**src/rtl/irn_pkg.sv**
```systemverilog
`default_nettype none

package irn_pkg;

    localparam int MAX_WIDTH  = 512;
    localparam int MAX_HEIGHT = 512;

    localparam int COEFF_W    = 16;
    localparam int COEFF_FRAC = 14;
    localparam int DIM_W      = 10;
    localparam int COORD_W    = 9;
    localparam int PIX_W      = 8;
    localparam int CFG_IDX_W  = 2;

    // half-pixel offsets, products and sums of the mapping
    localparam int DIFF_W     = DIM_W + 2;
    localparam int PROD_W     = DIFF_W + COEFF_W;
    localparam int SUM_W      = PROD_W + 1;
    localparam int FRAC_BITS  = COEFF_FRAC + 1;
    localparam int SRC_W      = SUM_W - FRAC_BITS;

    localparam int XW         = $clog2(MAX_WIDTH);
    localparam int YW         = $clog2(MAX_HEIGHT);
    localparam int ADDR_W     = $clog2(MAX_WIDTH * MAX_HEIGHT);

    localparam logic OP_LOAD  = 1'b0;
    localparam logic OP_QUERY = 1'b1;

    localparam logic [CFG_IDX_W-1:0] REG_COS       = 2'd0;
    localparam logic [CFG_IDX_W-1:0] REG_NEG_SIN   = 2'd1;
    localparam logic [CFG_IDX_W-1:0] REG_WIDTH     = 2'd2;
    localparam logic [CFG_IDX_W-1:0] REG_HEIGHT    = 2'd3;

    localparam logic signed [COEFF_W-1:0] COS_RESET     = 16'sd16384;
    localparam logic signed [COEFF_W-1:0] NEG_SIN_RESET = 16'sd0;
    localparam logic [DIM_W-1:0]          WIDTH_RESET   = 10'd512;
    localparam logic [DIM_W-1:0]          HEIGHT_RESET  = 10'd512;

    typedef struct packed {
        logic               opcode;
        logic [COORD_W-1:0] column;
        logic [COORD_W-1:0] row;
        logic [PIX_W-1:0]   load_value;
    } item_t;

    typedef struct packed {
        logic [PIX_W-1:0] out_value;
        logic             source_inside;
    } result_t;

    typedef struct packed {
        logic signed [COEFF_W-1:0] cos_coeff;
        logic signed [COEFF_W-1:0] neg_sin_coeff;
        logic [DIM_W-1:0]          frame_width;
        logic [DIM_W-1:0]          frame_height;
    } cfg_t;

    // store access leaving the mapping pipeline
    typedef struct packed {
        logic             valid;
        logic             opcode;
        logic             en;
        logic [XW-1:0]    x;
        logic [YW-1:0]    y;
        logic [PIX_W-1:0] load_value;
    } st_req_t;

    typedef struct packed {
        logic             valid;
        logic             query;
        logic             hit;
        logic [PIX_W-1:0] pixel;
    } st_rsp_t;

endpackage

`default_nettype wire

```
**src/rtl/irn_map.sv**
```systemverilog
`default_nettype none

module irn_map
    import irn_pkg::*;
(
    input  wire logic    clk,
    input  wire logic    rst_n,
    input  wire logic    adv,
    input  wire logic    item_valid,
    input  wire item_t   item,
    input  wire cfg_t    cfg,
    output st_req_t      req
);

    logic                      v1_reg, v2_reg, v3_reg, v4_reg;
    item_t                     item1_reg, item2_reg, item3_reg;

    logic [DIM_W-1:0]          w_sat, h_sat;
    logic [DIM_W-1:0]          w1_reg, h1_reg, w2_reg, h2_reg, w3_reg, h3_reg;
    logic signed [DIFF_W-1:0]  dx2_next, dy2_next, dx2_reg, dy2_reg;

    logic signed [PROD_W-1:0]  xc_reg, xs_reg, yc_reg, ys_reg;
    logic signed [SUM_W-1:0]   sum_x_next, sum_y_next, sum_x_reg, sum_y_reg;

    logic [SRC_W-1:0]          sx, sy;
    logic                      adj_x, adj_y, src_inside, load_ok;
    logic                      opcode4_reg, en4_reg;
    logic [XW-1:0]             x_next, x4_reg;
    logic [YW-1:0]             y_next, y4_reg;
    logic [PIX_W-1:0]          value4_reg;
    logic                      en_next;

    // frame size saturates to the store size
    always_comb
    begin
        w_sat = (int'(cfg.frame_width) > MAX_WIDTH) ? DIM_W'(MAX_WIDTH) : cfg.frame_width;
        h_sat = (int'(cfg.frame_height) > MAX_HEIGHT) ? DIM_W'(MAX_HEIGHT) : cfg.frame_height;
        dx2_next = $signed(DIFF_W'({item.column, 1'b0}) - DIFF_W'(w_sat));
        dy2_next = $signed(DIFF_W'({item.row, 1'b0}) - DIFF_W'(h_sat));
    end

    always_comb
    begin
        sum_x_next = $signed(SUM_W'({w2_reg, {COEFF_FRAC{1'b0}}}))
                   + SUM_W'(ys_reg) + SUM_W'(xc_reg);
        sum_y_next = $signed(SUM_W'({h2_reg, {COEFF_FRAC{1'b0}}}))
                   + SUM_W'(yc_reg) - SUM_W'(xs_reg);
    end

    // truncation toward zero: bump the floor of a negative value with a fraction
    always_comb
    begin
        adj_x = sum_x_reg[SUM_W-1] & (|sum_x_reg[FRAC_BITS-1:0]);
        adj_y = sum_y_reg[SUM_W-1] & (|sum_y_reg[FRAC_BITS-1:0]);
        sx = sum_x_reg[SUM_W-1:FRAC_BITS] + SRC_W'(adj_x);
        sy = sum_y_reg[SUM_W-1:FRAC_BITS] + SRC_W'(adj_y);
        src_inside = !sx[SRC_W-1] && (sx < SRC_W'(w3_reg))
                  && !sy[SRC_W-1] && (sy < SRC_W'(h3_reg));
        load_ok = (int'(item3_reg.column) < MAX_WIDTH) && (int'(item3_reg.row) < MAX_HEIGHT);
        if (item3_reg.opcode == OP_QUERY)
        begin
            x_next  = XW'(sx);
            y_next  = YW'(sy);
            en_next = src_inside;
        end
        else
        begin
            x_next  = XW'(item3_reg.column);
            y_next  = YW'(item3_reg.row);
            en_next = load_ok;
        end
    end

    always_ff @(posedge clk or negedge rst_n)
    begin
        if (!rst_n)
        begin
            v1_reg <= 1'b0;
            v2_reg <= 1'b0;
            v3_reg <= 1'b0;
            v4_reg <= 1'b0;
        end
        else if (adv)
        begin
            v1_reg <= item_valid;
            v2_reg <= v1_reg;
            v3_reg <= v2_reg;
            v4_reg <= v3_reg;
        end
    end

    always_ff @(posedge clk)
    begin
        if (adv)
        begin
            item1_reg   <= item;
            w1_reg      <= w_sat;
            h1_reg      <= h_sat;
            dx2_reg     <= dx2_next;
            dy2_reg     <= dy2_next;

            item2_reg   <= item1_reg;
            w2_reg      <= w1_reg;
            h2_reg      <= h1_reg;
            xc_reg      <= PROD_W'(dx2_reg) * PROD_W'(cfg.cos_coeff);
            xs_reg      <= PROD_W'(dx2_reg) * PROD_W'(cfg.neg_sin_coeff);
            yc_reg      <= PROD_W'(dy2_reg) * PROD_W'(cfg.cos_coeff);
            ys_reg      <= PROD_W'(dy2_reg) * PROD_W'(cfg.neg_sin_coeff);

            item3_reg   <= item2_reg;
            w3_reg      <= w2_reg;
            h3_reg      <= h2_reg;
            sum_x_reg   <= sum_x_next;
            sum_y_reg   <= sum_y_next;

            opcode4_reg <= item3_reg.opcode;
            en4_reg     <= en_next;
            x4_reg      <= x_next;
            y4_reg      <= y_next;
            value4_reg  <= item3_reg.load_value;
        end
    end

    assign req = '{valid: v4_reg, opcode: opcode4_reg, en: en4_reg,
                   x: x4_reg, y: y4_reg, load_value: value4_reg};

endmodule

`default_nettype wire

```
**config.mk**
```make
export PLATFORM = sky130hd
export DESIGN_NAME = irn_map
export DESIGN_NICKNAME = d
export VERILOG_FILES = /design/src/rtl/irn_pkg.sv /design/src/rtl/irn_map.sv
export SDC_FILE = /design/constraint.sdc
export NUM_CORES = 2
export LEC_CHECK = 0
export BUFFER_PORTS_ARGS = -buffer_cell sky130_fd_sc_hd__buf_2
export CORE_MARGIN = 5
export CORE_UTILIZATION = 35
export CTS_CLUSTER_DIAMETER = 100
export DETAILED_ROUTE_END_ITERATION = 12
export GPL_ROUTABILITY_DRIVEN = 0
export SYNTH_ARGS = -nofsm -noshare
export SYNTH_HDL_FRONTEND = slang
export SYNTH_SLANG_ARGS = --single-unit
export TNS_END_PERCENT = 10
```
**constraint.sdc**
```tcl
create_clock -name clk -period 6 [get_ports clk]
set_input_delay 0.3 -clock clk [delete_from_list [all_inputs] [get_ports clk]]
set_output_delay 0.3 -clock clk [all_outputs]
set_load 0.03 [all_outputs]
```
After elaboration in Yosys (flattened, before gate mapping)

Cells that the tools add are included.

Register bits after elaboration: 365
Output and inout port bits: 29
Memories kept: 0
Latch bits: 0
Bits in read-only memories: 0
Memory bits (writable): 0
Input bits: 83
Word-level logic and storage cells: 64

Reductions and logical operators: 7
Add/sub/neg operators: 8
Order comparisons: 4
Muxes and demuxes: 4
Div/mod/pow operators: 0
Shift operators: 0
Equal/unequal tests: 0
Bitwise operators: 2
Multiply operators: 4

Operators with widths:

| operator             | count |
|---|---|
| $mul 11x16->27       | 4 |
| $add 25x28->29       | 2 |
| $reduce_or 15->1     | 2 |
| $add 29x28->29       | 1 |
| $sub 29x28->29       | 1 |
| $add 14x1->14        | 2 |
| $lt 14x10->1         | 2 |
| $sub 10x10->11       | 2 |
| $gt 10x10->1 const B | 2 |
| $mux 10              | 2 |
| $mux 9               | 2 |
| $logic_and 1x1->1    | 3 |
| $and 1x1->1          | 2 |
| $logic_not 1->1      | 2 |

Longest topological paths before layout

Depth in word-level cells: 7
Gate-level depth with buffers: 23

Least setup slack after synthesis

Ideal clock, no wire load.

Path type: reg-to-reg
Start: register dy2_reg[10] (netlist name)
End: register yc_reg[25] (data pin)
Setup time: 0.266 ns
Clock period less this slack: 5.777 ns
Buffers on the path: 2
Setup slack: 0.223 ns
Data required time: 5.734 ns
Stages on the path, launching flop included: 22
Arrival: 5.511 ns
Path through: edfxtp_1 -> inv_1 -> clkbuf_1 -> buf_1 -> nor2_1 -> fa_1 -> fa_1 -> fa_1 -> fa_1 -> inv_1 -> fa_1 -> inv_1 -> ha_1 -> a211oi_1 -> nand2_1 -> a211oi_2 -> a21oi_1 -> and2_4 -> a311o_4 -> a2111oi_4 -> nor3_1 -> xor2_1

Word-level cells in the longest chain between the ends: 1

RTL lines:

| what                 | RTL line       | RTL |
|---|---|---|
| $mul 11x16->27       | irn_map.sv:107 | `yc_reg <= PROD_W'(dy2_reg) * PROD_W'(cfg.cos_coeff);` |
| to (signal assigned) | irn_map.sv:107 |  |
| to (decl)            | irn_map.sv:22  | `logic signed [PROD_W-1:0] xc_reg, xs_reg, yc_reg, ys_reg;` |

Every way passes these cells.
A chain may end at the register's enable or synchronous reset.

Final worst setup path

Start: register dy2_reg[5]
End: register ys_reg[23] (data pin)

Word-level cells in the longest chain between the ends: 1

RTL lines:

| what                   | RTL line       | RTL |
|---|---|---|
| from (decl)            | irn_map.sv:20  | `logic signed [DIFF_W-1:0] dx2_next, dy2_next, dx2_reg, dy2_reg;` |
| from (signal assigned) | irn_map.sv:100 | `dy2_reg <= dy2_next;` |
| $mul 11x16->27         | irn_map.sv:108 | `ys_reg <= PROD_W'(dy2_reg) * PROD_W'(cfg.neg_sin_coeff);` |
| to (signal assigned)   | irn_map.sv:108 |  |
| to (decl)              | irn_map.sv:22  |  |

Every way passes these cells.

==> run summary <==
status: finished clean
Detailed Routing Iterations Pass 1: 5
count of pins over their slew limit: 0
hold path cells: 3
synthesis warning total: 0
core area: 119,000 sq um
Initial DRC Count: 1,617
largest net degree at the start of global routing: 169
post-layout util: 39.6%
TritonCTS Buffers: 43
via count: 27,900
type of the worst min-delay path: in2reg
area grow syn2layout: 12.6%
Post-Syn Area: 42,000 sq um
Synth cell types: 71
Startpoint Class: register
CTS tree: built
worst slew pin tran: 1.07 ns
layout cells sized above 1: 8.98%
FF-to-FF End: ys_reg[23]
Final Hold Viols: 0
nets: 5,345
initial core utilization: 35.1%
flop2flop setup slack: 0.16 ns
register area share after synthesis: 25.6%
CTS Buffer Depth: 3
Overflow after GRT: 0
total wire length: 105,000 um
syn_nets: 5,150
initial antenna violation count: 9
leading cell types in the layout, fill and taps excluded: inv_1 (888), fa_1 (672), nand2_1 (435)
footprint of the multi-input gates: 27,400 sq um
most common flop cell mapped by yosys: edfxtp_1
WP data required: 6.33 ns
Worst-path clk slew: 0.06 ns
max-cap violations: 0
flops & latches, synth: 359
fillcell total: 11,700
Cell Rows: 127
maximum fanout along the worst path: 7
Reg2Reg Depth: 21
fmax: 171 MHz
final setup fails: 0
drc violations: 0
post-DR wirelength/cell: 17.9 um
Hold Crit Start: cfg[8]
Worst-Skew Late Latency: 0.59 ns
Ports: 112
worst r2r src: dy2_reg[5]
number of global-route vias before repair: 30,100
critical path type: reg2reg
CTS sink cnt: 359
Final ANT Viol Nets: 0
CTS Root Cell: clkbuf_16
Max transition margin: 28.5%
post-route minimum period: 5.84 ns
sequential cell area: 10,800 sq um
die area: 127,000 sq um
RSZ-0062 raised after global routing: true
Vias/cell: 4.74
CP arrival: 6.17 ns
Final period util: 97.3%
Die W: 356 um
most common cell after layout, fill and taps aside: inv_1
I/O Buffers: 111
Async SR Flop Fraction: 1.11%
CTS H-Tree Depth: 2
global-route wire length before repair: 166,000 um
hpwl dp: 85,400 um
Gate Count Post-Synth: 4,039
GRT Total Usage: 16.8%
die height: 356 um
Clock Skew: 0.0187 ns
Post-synth EDFFs: 355
WHS Endpoint: h1_reg[8]
synthesized area per cell: 10.4 sq um
crit end category: register
[synth_stat cells (4+ instances only)]
master    instances  share of area (%)
a21oi_1         113                1.3
o211ai_1          5              0.089
nand4_1          13               0.19
and4_1            6               0.13
o21ai_0          70               0.83
or3_1             5              0.075
mux2_2           24               0.64
and2_1          293                4.4
nor2b_1          22               0.33
ha_1            356                 11
xnor2_1         129                2.7
nor3_1           33               0.39
and3_1           25               0.37
a31oi_1           9               0.13
inv_1           888                7.9
clkbuf_1        132                1.2
o21a_1           31               0.55
xor2_1           50                1.0
o21bai_1         18               0.32
a31o_2            4              0.083
nand2_1         435                3.9
or2_2             6              0.089
nor4_1           11               0.16
nand4b_1          4              0.083
nand3b_1          4              0.072
a21o_1           58                1.0
dfrtp_1           4               0.24
a21boi_0          8               0.14
nand2b_1         35               0.52
a211oi_1         10               0.18
fa_1            672                 32
a211o_1           4              0.083
o21ai_1           4              0.048
nor2_1          118                1.1
edfxtp_1        355                 25
nand3_1          29               0.35
[cells by family after synthesis]
logic type / count (synthesis) / synth area share, %
simple gates: 1045 / 12.2
buf+inv: 1028 / 9.22
fa+ha+maj: 1028 / 42.7
compound gates: 375 / 5.90
flops: 359 / 25.6
xor+xnor: 179 / 3.73
mux: 25 / 0.668
[per-layer routing]
metal | wire [um] | global-route usage, %
met5 | 0 | 0
met2 | 49600 | 28.3
met1 | 45700 | 22.2
met3 | 5780 | 2.62
met4 | 4190 | 5.94
[worst max-delay path, stage by stage, from the launching register on]
cell,delay [ns]
edfxtp_1,0.43
buf_4,0.18
clkbuf_16,0.16
nand2_1,0.08
fa_1,0.56
inv_1,0.06
fa_1,0.55
fa_1,0.43
fa_1,0.49
inv_1,0.05
fa_1,0.49
inv_1,0.05
ha_1,0.28
a21o_1,0.18
a21o_1,0.17
a21o_1,0.21
a21oi_4,0.21
o21ai_1,0.12
a2111o_1,0.44
a21o_1,0.18
a21oi_1,0.17
xnor2_1,0.10
[worst max path at each step]
stage | startpoint | to | slack [ns] | cells after the start
detailed placement | cfg[42] | yc_reg[26] | 0.09 | 20
floorplan | dy2_reg[10] | yc_reg[25] | 0.22 | 21
global route | dy2_reg[5] | ys_reg[21] | -0.05 | 23
finish | dy2_reg[5] | ys_reg[23] | 0.16 | 21
global placement | cfg[42] | yc_reg[26] | 0.14 | 20
CTS | dy2_reg[5] | yc_reg[25] | 0.12 | 20
[repair_timing]
item	CTS	global route
endpoints found under the setup margin	0	13
hold buffers	31	0
buffers inserted	0	10
resized for setup	0	20
endpoints found under the hold margin	34	0
[layout make-up]
| cell class | count | area share [%] |
|---|---|---|
| antenna | 5 | 0.0265 |
| clock inverter | 33 | 0.794 |
| tap | 1612 | 4.27 |
| clock buffer | 45 | 2.29 |
| inverter | 889 | 7.06 |
| multi-input combinational | 2652 | 58.0 |
| timing repair buffer | 289 | 4.82 |
| sequential | 359 | 22.8 |
[through the flow]
step                      TNS (ns)  cell area [sq um]  std cells  hold WS [ns]  worst slack (ns)
after floorplan                  0              42000       4039       0.00441             0.223
after global placement           0              45300       5757         0.106             0.139
after detailed placement         0              45300       5757         0.107            0.0902
after CTS                        0              47000       5866       0.00776             0.120
after global routing        -0.134              47300       5882        0.0252           -0.0504
final                            0              47300       5884        0.0486             0.163
Power is left out: the tool's default activity adds up to more than one toggle a clock period on the data nets, which glitch-free logic cannot reach.
